<file path="config.mk">
export PLATFORM = sky130hd
export DESIGN_NAME = landing_descent_sequencer_core_flat
export DESIGN_NICKNAME = d
export VERILOG_FILES = /design/src/hdl/ldseq_pkg.sv /design/src/hdl/ldseq_if.sv /design/src/hdl/landing_descent_sequencer_core.sv /design/src/flat_wrapper.sv
export SDC_FILE = /design/constraint.sdc
export NUM_CORES = 2
export LEC_CHECK = 0
export ABC_AREA = 1
export BUFFER_PORTS_ARGS = -buffer_cell sky130_fd_sc_hd__buf_2
export CORE_MARGIN = 2
export CORE_UTILIZATION = 45
export CTS_CLUSTER_SIZE = 16
export DETAILED_ROUTE_END_ITERATION = 12
export SYNTH_ARGS = -nofsm -noshare
export SYNTH_HDL_FRONTEND = slang
export SYNTH_SLANG_ARGS = --single-unit
</file>
<file path="constraint.sdc">
create_clock -name clk -period 16.9 [get_ports clk]
set_clock_uncertainty 0.2 [all_clocks]
set_input_delay 0.845 -clock clk [delete_from_list [all_inputs] [get_ports clk]]
set_output_delay 0.845 -clock clk [all_outputs]
set_load 0.005 [all_outputs]
</file>
<file path="src/hdl/ldseq_pkg.sv">
package ldseq_pkg;

  // Field widths
  localparam int AltW     = 24;
  localparam int VelW     = 16;
  localparam int AccW     = 20;
  localparam int TimeW    = 64;
  localparam int ThrW     = 16;
  localparam int PhaseW   = 2;
  localparam int TgtW     = 14;
  localparam int CfgAltW  = 17;

  // Configuration port
  localparam int CFG_AW = 5;
  localparam int CFG_DW = 32;

  typedef logic [PhaseW-1:0] phase_t;
  typedef logic [2:0]        reg_idx_t;

  // Landing phases
  localparam phase_t PH_DESCEND  = 2'd0;
  localparam phase_t PH_FINAL    = 2'd1;
  localparam phase_t PH_COMPLETE = 2'd2;

  // Register map (word index)
  localparam reg_idx_t REG_RATE_TARGET   = 3'd0;
  localparam reg_idx_t REG_NEUTRAL_THR   = 3'd1;
  localparam reg_idx_t REG_RATE_GAIN     = 3'd2;
  localparam reg_idx_t REG_THR_MIN       = 3'd3;
  localparam reg_idx_t REG_THR_MAX       = 3'd4;
  localparam reg_idx_t REG_FINAL_THR     = 3'd5;
  localparam reg_idx_t REG_FINAL_ALT     = 3'd6;
  localparam reg_idx_t REG_TOUCHDOWN_ALT = 3'd7;

  // Register reset values
  localparam logic signed [TgtW-1:0] RST_RATE_TARGET   = -14'sd500;
  localparam logic [ThrW-1:0]        RST_NEUTRAL_THR   = 16'd32768;
  localparam logic [ThrW-1:0]        RST_RATE_GAIN     = 16'd32768;
  localparam logic [ThrW-1:0]        RST_THR_MIN       = 16'd13107;
  localparam logic [ThrW-1:0]        RST_THR_MAX       = 16'd45875;
  localparam logic [ThrW-1:0]        RST_FINAL_THR     = 16'd9830;
  localparam logic [CfgAltW-1:0]     RST_FINAL_ALT     = 17'd2000;
  localparam logic [CfgAltW-1:0]     RST_TOUCHDOWN_ALT = 17'd300;

  // Touchdown window on vertical specific force, -2 <= a - g < 2 m/s^2
  localparam logic signed [AccW-1:0] ACCEL_TOUCH_LO = 20'sd7807;
  localparam logic signed [AccW-1:0] ACCEL_TOUCH_HI = 20'sd11806;

  // Disarm delay after touchdown, microseconds
  localparam logic [TimeW-1:0] DISARM_DELAY_US = 64'd1000000;

  // Rounding offset and divide-by-1000 by reciprocal: floor(u/1000) = (u*RECIP) >> 36,
  // exact for 0 <= u < 2^26
  localparam logic signed [34:0] ROUND_HALF   = 35'sd500;
  localparam logic signed [34:0] ROUND_SPAN   = 35'sd65536000;
  localparam logic [26:0]        RECIP_1000   = 27'd68719477;
  localparam int                 RECIP_SHIFT  = 36;

endpackage

</file>
<file path="src/hdl/ldseq_if.sv">
// Input channel: one control tick per word
interface ldseq_in_if import ldseq_pkg::*; ();
  logic                   valid;
  logic                   ready;
  logic                   enter_mode;
  logic signed [AltW-1:0] altitude;
  logic signed [VelW-1:0] velocity_down;
  logic signed [AccW-1:0] accel_vertical;
  logic [TimeW-1:0]       now_us;

  modport source (
    output valid, enter_mode, altitude, velocity_down, accel_vertical, now_us,
    input  ready
  );
  modport sink (
    input  valid, enter_mode, altitude, velocity_down, accel_vertical, now_us,
    output ready
  );
endinterface

// Result channel: one command word per tick
interface ldseq_out_if import ldseq_pkg::*; ();
  logic            valid;
  logic            ready;
  logic [ThrW-1:0] throttle;
  phase_t          phase;
  logic            disarm;

  modport source (
    output valid, throttle, phase, disarm,
    input  ready
  );
  modport sink (
    input  valid, throttle, phase, disarm,
    output ready
  );
endinterface

</file>
<file path="src/hdl/landing_descent_sequencer_core.sv">
// Landing descent sequencer.
// in_chan carries one control tick per word (mode entry flag, altitude, down
// velocity, vertical specific force, microsecond time); out_chan returns one
// word per tick with throttle, the updated phase and the disarm request.
// Both channels use valid/ready; a word moves when both are high.
// Stages: input register, multiply stage, rounding stage, output register.
// Throughput: one tick per cycle unless the receiver stalls. The phase and
// touchdown state is updated in the first stage, so consecutive ticks see
// each other's state without bubbles.
// When the receiver stalls with a result pending, the whole pipeline holds
// and in_chan.ready drops in the same cycle; ready is high whenever the
// output register is empty or being taken.
// Configuration registers sit on the APB-style cfg_ port at byte address
// 4*index, written in the access cycle; pready is always high. Write them
// only while the pipeline is empty.
// Reset (synchronous, active low) empties the pipeline, returns the phase
// to descend, clears the touchdown time and loads register defaults.
module landing_descent_sequencer_core import ldseq_pkg::*; #(
  parameter logic [TimeW-1:0] DISARM_DELAY = DISARM_DELAY_US
) (
  input  logic              clk,
  input  logic              rst_n,
  ldseq_in_if.sink          in_chan,
  ldseq_out_if.source       out_chan,
  input  logic              cfg_psel,
  input  logic              cfg_penable,
  input  logic              cfg_pwrite,
  input  logic [CFG_AW-1:0] cfg_paddr,
  input  logic [CFG_DW-1:0] cfg_pwdata,
  output logic [CFG_DW-1:0] cfg_prdata,
  output logic              cfg_pready
);

  // ---------------- configuration registers ----------------
  logic signed [TgtW-1:0] rate_target_r;
  logic [ThrW-1:0]        neutral_r;
  logic [ThrW-1:0]        gain_r;
  logic [ThrW-1:0]        thr_min_r;
  logic [ThrW-1:0]        thr_max_r;
  logic [ThrW-1:0]        final_thr_r;
  logic [CfgAltW-1:0]     final_alt_r;
  logic [CfgAltW-1:0]     td_alt_r;

  reg_idx_t cfg_idx;
  logic     cfg_we;

  assign cfg_pready = 1'b1;
  assign cfg_idx    = cfg_paddr[4:2];
  assign cfg_we     = cfg_psel && cfg_penable && cfg_pwrite;

  always_ff @(posedge clk) begin
    if (!rst_n) begin
      rate_target_r <= RST_RATE_TARGET;
      neutral_r     <= RST_NEUTRAL_THR;
      gain_r        <= RST_RATE_GAIN;
      thr_min_r     <= RST_THR_MIN;
      thr_max_r     <= RST_THR_MAX;
      final_thr_r   <= RST_FINAL_THR;
      final_alt_r   <= RST_FINAL_ALT;
      td_alt_r      <= RST_TOUCHDOWN_ALT;
    end else if (cfg_we) begin
      case (cfg_idx)
        REG_RATE_TARGET:   rate_target_r <= $signed(cfg_pwdata[TgtW-1:0]);
        REG_NEUTRAL_THR:   neutral_r     <= cfg_pwdata[ThrW-1:0];
        REG_RATE_GAIN:     gain_r        <= cfg_pwdata[ThrW-1:0];
        REG_THR_MIN:       thr_min_r     <= cfg_pwdata[ThrW-1:0];
        REG_THR_MAX:       thr_max_r     <= cfg_pwdata[ThrW-1:0];
        REG_FINAL_THR:     final_thr_r   <= cfg_pwdata[ThrW-1:0];
        REG_FINAL_ALT:     final_alt_r   <= cfg_pwdata[CfgAltW-1:0];
        REG_TOUCHDOWN_ALT: td_alt_r      <= cfg_pwdata[CfgAltW-1:0];
        default: ;
      endcase
    end
  end

  // read-back
  always_comb begin
    case (cfg_idx)
      REG_RATE_TARGET:   cfg_prdata = {{(CFG_DW-TgtW){rate_target_r[TgtW-1]}}, rate_target_r};
      REG_NEUTRAL_THR:   cfg_prdata = {{(CFG_DW-ThrW){1'b0}}, neutral_r};
      REG_RATE_GAIN:     cfg_prdata = {{(CFG_DW-ThrW){1'b0}}, gain_r};
      REG_THR_MIN:       cfg_prdata = {{(CFG_DW-ThrW){1'b0}}, thr_min_r};
      REG_THR_MAX:       cfg_prdata = {{(CFG_DW-ThrW){1'b0}}, thr_max_r};
      REG_FINAL_THR:     cfg_prdata = {{(CFG_DW-ThrW){1'b0}}, final_thr_r};
      REG_FINAL_ALT:     cfg_prdata = {{(CFG_DW-CfgAltW){1'b0}}, final_alt_r};
      REG_TOUCHDOWN_ALT: cfg_prdata = {{(CFG_DW-CfgAltW){1'b0}}, td_alt_r};
      default:           cfg_prdata = '0;
    endcase
  end

  // ---------------- pipeline control ----------------
  logic out_valid_r;
  logic adv;

  // whole pipeline moves unless a result waits on a stalled receiver
  assign adv           = !out_valid_r || out_chan.ready;
  assign in_chan.ready = adv;

  // ---------------- stage 1: input register ----------------
  logic                   s1_valid_r;
  logic                   s1_enter_r;
  logic signed [AltW-1:0] s1_alt_r;
  logic signed [VelW-1:0] s1_vel_r;
  logic signed [AccW-1:0] s1_acc_r;
  logic [TimeW-1:0]       s1_now_r;

  always_ff @(posedge clk) begin
    if (!rst_n) begin
      s1_valid_r <= 1'b0;
    end else if (adv) begin
      s1_valid_r <= in_chan.valid;
    end
  end

  always_ff @(posedge clk) begin
    if (adv) begin
      s1_enter_r <= in_chan.enter_mode;
      s1_alt_r   <= in_chan.altitude;
      s1_vel_r   <= in_chan.velocity_down;
      s1_acc_r   <= in_chan.accel_vertical;
      s1_now_r   <= in_chan.now_us;
    end
  end

  // ---------------- stage 1 logic: phase update, rate product ----------------
  phase_t           phase_r;
  phase_t           phase_cur;
  phase_t           phase_nxt;
  logic [TimeW-1:0] touchdown_r;
  logic [TimeW-1:0] touchdown_nxt;
  logic [TimeW-1:0] elapsed;
  logic             below_final;
  logic             touch_ok;
  logic             touch_hit;
  logic             s1_disarm;

  assign phase_cur   = s1_enter_r ? PH_DESCEND : phase_r;
  assign below_final = s1_alt_r < $signed({{(AltW-CfgAltW){1'b0}}, final_alt_r});
  assign touch_ok    = (s1_alt_r < $signed({{(AltW-CfgAltW){1'b0}}, td_alt_r}))
                       && (s1_acc_r >= ACCEL_TOUCH_LO) && (s1_acc_r <= ACCEL_TOUCH_HI);

  always_comb begin
    touch_hit = 1'b0;
    case (phase_cur)
      PH_DESCEND: phase_nxt = below_final ? PH_FINAL : PH_DESCEND;
      PH_FINAL: begin
        touch_hit = touch_ok;
        phase_nxt = touch_ok ? PH_COMPLETE : PH_FINAL;
      end
      default:    phase_nxt = PH_COMPLETE;
    endcase
  end

  // touchdown tick stamps the time, so its own elapsed time is zero
  assign touchdown_nxt = touch_hit ? s1_now_r : touchdown_r;
  assign elapsed       = s1_now_r - touchdown_nxt;
  assign s1_disarm     = (phase_nxt == PH_COMPLETE) && (elapsed > DISARM_DELAY);

  always_ff @(posedge clk) begin
    if (!rst_n) begin
      phase_r     <= PH_DESCEND;
      touchdown_r <= '0;
    end else if (adv && s1_valid_r) begin
      phase_r     <= phase_nxt;
      touchdown_r <= touchdown_nxt;
    end
  end

  // rate error (mm/s) times gain
  logic signed [VelW:0]     rate_err;
  logic signed [VelW:0]     gain_s;
  logic signed [2*VelW+1:0] s1_prod;

  assign rate_err = $signed({{(VelW+1-TgtW){rate_target_r[TgtW-1]}}, rate_target_r})
                    + $signed({s1_vel_r[VelW-1], s1_vel_r});
  assign gain_s   = $signed({1'b0, gain_r});
  assign s1_prod  = $signed({{(VelW+1){rate_err[VelW]}}, rate_err})
                    * $signed({{(VelW+1){1'b0}}, gain_s});

  // ---------------- stage 2 ----------------
  logic                     s2_valid_r;
  phase_t                   s2_phase_r;
  logic                     s2_disarm_r;
  logic signed [2*VelW+1:0] s2_prod_r;

  always_ff @(posedge clk) begin
    if (!rst_n) begin
      s2_valid_r <= 1'b0;
    end else if (adv) begin
      s2_valid_r <= s1_valid_r;
    end
  end

  always_ff @(posedge clk) begin
    if (adv) begin
      s2_phase_r  <= phase_nxt;
      s2_disarm_r <= s1_disarm;
      s2_prod_r   <= s1_prod;
    end
  end

  // neutral*1000 + product + 500, then split off the out-of-range cases
  logic [25:0]        neutral_k;
  logic signed [34:0] rnd_sum;
  logic               rnd_neg;
  logic               rnd_big;

  assign neutral_k = {neutral_r, 10'b0} - {6'b0, neutral_r, 4'b0} - {7'b0, neutral_r, 3'b0};
  assign rnd_sum   = $signed({9'b0, neutral_k}) + $signed({s2_prod_r[2*VelW+1], s2_prod_r})
                     + ROUND_HALF;
  assign rnd_neg   = rnd_sum[34];
  assign rnd_big   = !rnd_neg && (rnd_sum >= ROUND_SPAN);

  // ---------------- stage 3 ----------------
  logic        s3_valid_r;
  phase_t      s3_phase_r;
  logic        s3_disarm_r;
  logic        s3_neg_r;
  logic        s3_big_r;
  logic [25:0] s3_sum_r;

  always_ff @(posedge clk) begin
    if (!rst_n) begin
      s3_valid_r <= 1'b0;
    end else if (adv) begin
      s3_valid_r <= s2_valid_r;
    end
  end

  always_ff @(posedge clk) begin
    if (adv) begin
      s3_phase_r  <= s2_phase_r;
      s3_disarm_r <= s2_disarm_r;
      s3_neg_r    <= rnd_neg;
      s3_big_r    <= rnd_big;
      s3_sum_r    <= rnd_sum[25:0];
    end
  end

  // divide by 1000, clamp, pick throttle by phase
  logic [52:0]     quo_full;
  logic [ThrW-1:0] quo;
  logic [ThrW-1:0] thr_clamp;
  logic [ThrW-1:0] thr_sel;

  assign quo_full = {27'b0, s3_sum_r} * {26'b0, RECIP_1000};
  assign quo      = quo_full[RECIP_SHIFT+ThrW-1:RECIP_SHIFT];

  // negative result is below any minimum; overflow is above any maximum
  always_comb begin
    if (s3_neg_r)               thr_clamp = thr_min_r;
    else if (s3_big_r)          thr_clamp = thr_max_r;
    else if (quo < thr_min_r)   thr_clamp = thr_min_r;
    else if (quo > thr_max_r)   thr_clamp = thr_max_r;
    else                        thr_clamp = quo;
  end

  always_comb begin
    case (s3_phase_r)
      PH_DESCEND: thr_sel = thr_clamp;
      PH_FINAL:   thr_sel = final_thr_r;
      default:    thr_sel = '0;
    endcase
  end

  // ---------------- output register ----------------
  logic [ThrW-1:0] out_thr_r;
  phase_t          out_phase_r;
  logic            out_disarm_r;

  always_ff @(posedge clk) begin
    if (!rst_n) begin
      out_valid_r <= 1'b0;
    end else if (adv) begin
      out_valid_r <= s3_valid_r;
    end
  end

  always_ff @(posedge clk) begin
    if (adv) begin
      out_thr_r    <= thr_sel;
      out_phase_r  <= s3_phase_r;
      out_disarm_r <= s3_disarm_r;
    end
  end

  assign out_chan.valid    = out_valid_r;
  assign out_chan.throttle = out_thr_r;
  assign out_chan.phase    = out_phase_r;
  assign out_chan.disarm   = out_disarm_r;

endmodule
</file>
<file path="src/flat_wrapper.sv">
// flat-port wrapper written by rule: the top's interface ports become plain ports
module landing_descent_sequencer_core_flat import ldseq_pkg::*;
#(
  parameter logic [TimeW-1:0] DISARM_DELAY = DISARM_DELAY_US
)
  (clk, rst_n, cfg_psel, cfg_penable, cfg_pwrite, cfg_paddr, cfg_pwdata, cfg_prdata, cfg_pready, in_chan_valid, in_chan_enter_mode, in_chan_altitude, in_chan_velocity_down, in_chan_accel_vertical, in_chan_now_us, in_chan_ready, out_chan_valid, out_chan_throttle, out_chan_phase, out_chan_disarm, out_chan_ready);
  ldseq_in_if in_chan_i ();
  ldseq_out_if out_chan_i ();
  input  logic clk;
  input  logic rst_n;
  input  logic cfg_psel;
  input  logic cfg_penable;
  input  logic cfg_pwrite;
  input  logic [CFG_AW-1:0] cfg_paddr;
  input  logic [CFG_DW-1:0] cfg_pwdata;
  output logic [CFG_DW-1:0] cfg_prdata;
  output logic cfg_pready;
  input wire logic [$bits(in_chan_i.valid)-1:0] in_chan_valid;
  input wire logic [$bits(in_chan_i.enter_mode)-1:0] in_chan_enter_mode;
  input wire logic [$bits(in_chan_i.altitude)-1:0] in_chan_altitude;
  input wire logic [$bits(in_chan_i.velocity_down)-1:0] in_chan_velocity_down;
  input wire logic [$bits(in_chan_i.accel_vertical)-1:0] in_chan_accel_vertical;
  input wire logic [$bits(in_chan_i.now_us)-1:0] in_chan_now_us;
  output wire logic [$bits(in_chan_i.ready)-1:0] in_chan_ready;
  output wire logic [$bits(out_chan_i.valid)-1:0] out_chan_valid;
  output wire logic [$bits(out_chan_i.throttle)-1:0] out_chan_throttle;
  output wire logic [$bits(out_chan_i.phase)-1:0] out_chan_phase;
  output wire logic [$bits(out_chan_i.disarm)-1:0] out_chan_disarm;
  input wire logic [$bits(out_chan_i.ready)-1:0] out_chan_ready;
  assign in_chan_i.valid = in_chan_valid;
  assign in_chan_i.enter_mode = in_chan_enter_mode;
  assign in_chan_i.altitude = in_chan_altitude;
  assign in_chan_i.velocity_down = in_chan_velocity_down;
  assign in_chan_i.accel_vertical = in_chan_accel_vertical;
  assign in_chan_i.now_us = in_chan_now_us;
  assign in_chan_ready = in_chan_i.ready;
  assign out_chan_valid = out_chan_i.valid;
  assign out_chan_throttle = out_chan_i.throttle;
  assign out_chan_phase = out_chan_i.phase;
  assign out_chan_disarm = out_chan_i.disarm;
  assign out_chan_i.ready = out_chan_ready;
  landing_descent_sequencer_core #(.DISARM_DELAY(DISARM_DELAY)) u_core (.clk(clk), .rst_n(rst_n), .in_chan(in_chan_i), .out_chan(out_chan_i), .cfg_psel(cfg_psel), .cfg_penable(cfg_penable), .cfg_pwrite(cfg_pwrite), .cfg_paddr(cfg_paddr), .cfg_pwdata(cfg_pwdata), .cfg_prdata(cfg_prdata), .cfg_pready(cfg_pready));
endmodule
</file>
==> run summary <==
status - completed
CP startpoint kind - flop
Slew Viols, Final - 0
Setup TNS Final - 0 ns
Crit Path Max Fanout - 21
Synth Flop Type - edfxtp_1
Worst slew margin - 22.5%
final period utilization - 56.4%
Starting DRT DRC Count - 2,741
Worst Tran Pin Value - 1.16 ns
Rows - 118
RSZ-0062 raised after global routing - no
vias per cell - 5.20
Hold Path Class - in -> reg
Final Hold Violating Endpoints - 0
Setup CP Type - reg -> reg
CTS tree - done
Synth top area share - 21.6%
WP data arrival - 9.71 ns
r2r endpoint - u_core.out_chan.throttle[10]$_DFFE_PN_
Setup Buffers After CTS - 0
Multi-input gate area - 31,200 µm²
Reg area - 10,300 µm²
sequential share of the synthesized area - 22.1%
area delta synth->final - 8.39%
DR WL/cell - 18.7 µm
total of max-cap violations - 0
IO Count - 223
routability cong. - 0.950
yosys warns - 0
Mapped Avg Cell Area - 8.27 µm²
ant diodes - 0
crit end category - flop
final global-route overflow total - 0
syn_nets - 6,894
Post-synth ARST share - 0%
clock slew at reported path FFs - 0.07 ns
Synth area leaders - fa_1 (22%), ha_1 (15%), edfxtp_1 (14%), inv_1 (9.7%), dfxtp_1 (8.5%)
overall routed net length - 135,000 µm
CTS H-Tree Depth - 2
EDFF count, synth - 212
Num Clock Sinks - 410
FILL cells - 10,000
layout cells sized above 1 - 5.96%
placed cell area - 49,000 µm²
WP data required - 17.07 ns
HPWL after DPL - 111,000 µm
most common cell after layout, fill and taps aside - inv_1
total via count in the routed design - 37,500
core footprint - 103,000 µm²
CTS Hold Bufs - 0
Seq cells post-synth - 410
Critical Path Start - u_core.s3_sum_r[21]$_DFFE_PN_
post-route cell area - 50,600 µm²
gr usage total - 25.4%
Starting Density - 45.3%
cells on worst reg2reg path - 36
most frequent cells in the layout - inv_1 (1,209), nand2_1 (957), ha_1 (573)
Final min period - 9.53 ns
reg-to-reg slack, setup - 7.37 ns
fmax - 105 MHz
CTS resizes - 0
Synth Cell Area - 46,700 µm²
Die Span X - 326 µm
CP max stage cell - edfxtp_1
CTS buffer count - 47
DRC Markers - 0
first drt pass iteration count - 5
Synth Instances - 5,649
root buf cell - clkbuf_16
worst hold start - in_chan_now_us[53]
total die area - 106,000 µm²
post-detailed-route count of antenna-violating nets - 0
global-route wire length before repair - 212,000 µm
Die Height - 326 µm
CP dominant cell by count - nand2_1
largest net degree at the start of global routing - 111
vias in the first global route - 37,300
Critical Path End - u_core.out_chan.throttle[10]$_DFFE_PN_
Synth area leader - fa_1
RR Startpoint - u_core.s3_sum_r[21]$_DFFE_PN_
port bufs - 204
post-synth cell types - 65
Max Buffers Root-to-Sink - 3
initial antenna violation count - 1
CP peak stage delay - 0.75 ns
NumNets Final - 7,027
final setup vio count - 0
later-pin clock latency in the skew report - 0.65 ns
==> kinds of logic (layout without fill, tap and decap cells) <==
group,Yosys count,count (layout),synth area share [%]
simple gates,1660,1660,14.5
buf+inv,1360,1532,11.2
fa+ha+maj,1076,1076,36.9
compound gates,936,936,11.3
flops,410,410,22.1
xor+xnor,145,145,2.72
mux,61,61,1.31
other cells,1,1,0.00803
==> worst min path at each step <==
stage,end,slack [ns],cells past startpoint
after detailed placement,u_core.s3_disarm_r$_DFFE_PN_,0.21,0
after CTS,u_core.s1_now_r[53]$_DFFE_PN_,0.13,1
after floorplan,u_core.out_chan.disarm$_DFFE_PN_,0.20,0
final,u_core.s1_now_r[53]$_DFFE_PN_,0.17,1
after global placement,u_core.s3_disarm_r$_DFFE_PN_,0.20,0
after global routing,u_core.s1_now_r[53]$_DFFE_PN_,0.14,1
==> stage by stage <==
| step | std cells | utilization [%] | hold WS, ns | setup WS, ns |
|---|---|---|---|---|
| floorplan | 5649 | - | 0.200 | 9.04 |
| detailed placement | 7113 | 47.5 | 0.206 | 7.49 |
| global route | 7201 | 49.1 | 0.139 | 6.60 |
| finish | 7201 | 49.1 | 0.167 | 7.37 |
| CTS | 7201 | 49.1 | 0.134 | 7.47 |
| global placement | 7113 | 47.5 | 0.201 | 7.51 |
==> area by class of cell <==
cell class,instances,area share (%)
Tap cell,1380,3.41
Clock buffer,59,2.51
Inverter,1226,9.10
Sequential cell,410,20.4
Timing Repair Buffer,218,2.23
Multi-Input combinational cell,3879,61.6
Clock inverter,29,0.754
==> cells in the mapped netlist (all sizes together) (2+ instances only) <==
| cell | count |
|---|---|
| inv | 1214 |
| nand2 | 963 |
| ha | 573 |
| fa | 503 |
| nor2 | 401 |
| a21oi | 396 |
| o21ai | 333 |
| edfxtp | 212 |
| dfxtp | 198 |
| nand3 | 176 |
| clkbuf | 95 |
| xor2 | 94 |
| mux2i | 61 |
| xnor2 | 51 |
| nor3 | 40 |
| buf | 39 |
| nand4 | 31 |
| o22ai | 29 |
| a21o | 24 |
| o211ai | 23 |
| a221oi | 20 |
| a31oi | 19 |
| o21bai | 19 |
| or2 | 19 |
| a21boi | 18 |
| o21a | 16 |
| nor4 | 14 |
| clkinv | 12 |
| nand3b | 10 |
| a211oi | 9 |
| o2111ai | 6 |
| o221ai | 6 |
| o31ai | 5 |
| a22oi | 4 |
| nor3b | 3 |
| o211a | 2 |
| o221a | 2 |
==> registers in the layout, summed over array words and instances, names as in the netlist, 2 cells and up <==
signal,count
u_core.s1_acc_r,20
u_core.td_alt_r,17
u_core.s1_alt_r,24
u_core.final_thr_r,16
u_core.out_chan.throttle,16
u_core.s1_vel_r,16
u_core.thr_min_r,16
u_core.thr_max_r,16
u_core.final_alt_r,17
u_core.out_chan.phase,2
u_core.s3_sum_r,26
u_core.phase_r,2
u_core.touchdown_r,64
u_core.s2_phase_r,2
u_core.gain_r,16
u_core.rate_target_r,14
u_core.s1_now_r,64
u_core.neutral_r,16
u_core.s3_phase_r,2
u_core.s2_prod_r,34
==> critical path: cells and delay by family (launching register included) <==
kind | cells | cell delay, ns
XOR/XNOR | 1 | 0.35
buffers and inverters | 6 | 1.04
AO/OA/AOI/OAI | 7 | 0.91
adder cells (fa/ha/maj) | 9 | 4.44
AND/OR/NAND/NOR | 13 | 1.58
flip-flops | 1 | 0.75
==> routing by layer <==
| layer | up-vias | part of all wire, % | global-route usage (%) |
|---|---|---|---|
| met2 | 1073 | 47 | 42.1 |
| met5 | - | 0.0074 | 0 |
| met4 | 2 | 3.0 | 7.05 |
| met1 | 17900 | 45 | 35.3 |
| met3 | 203 | 5.5 | 2.84 |
| li1 | 18300 | - | - |
Power is not shown: default switching activity piles up to over one toggle a cycle in this logic, so the estimate is an artifact.
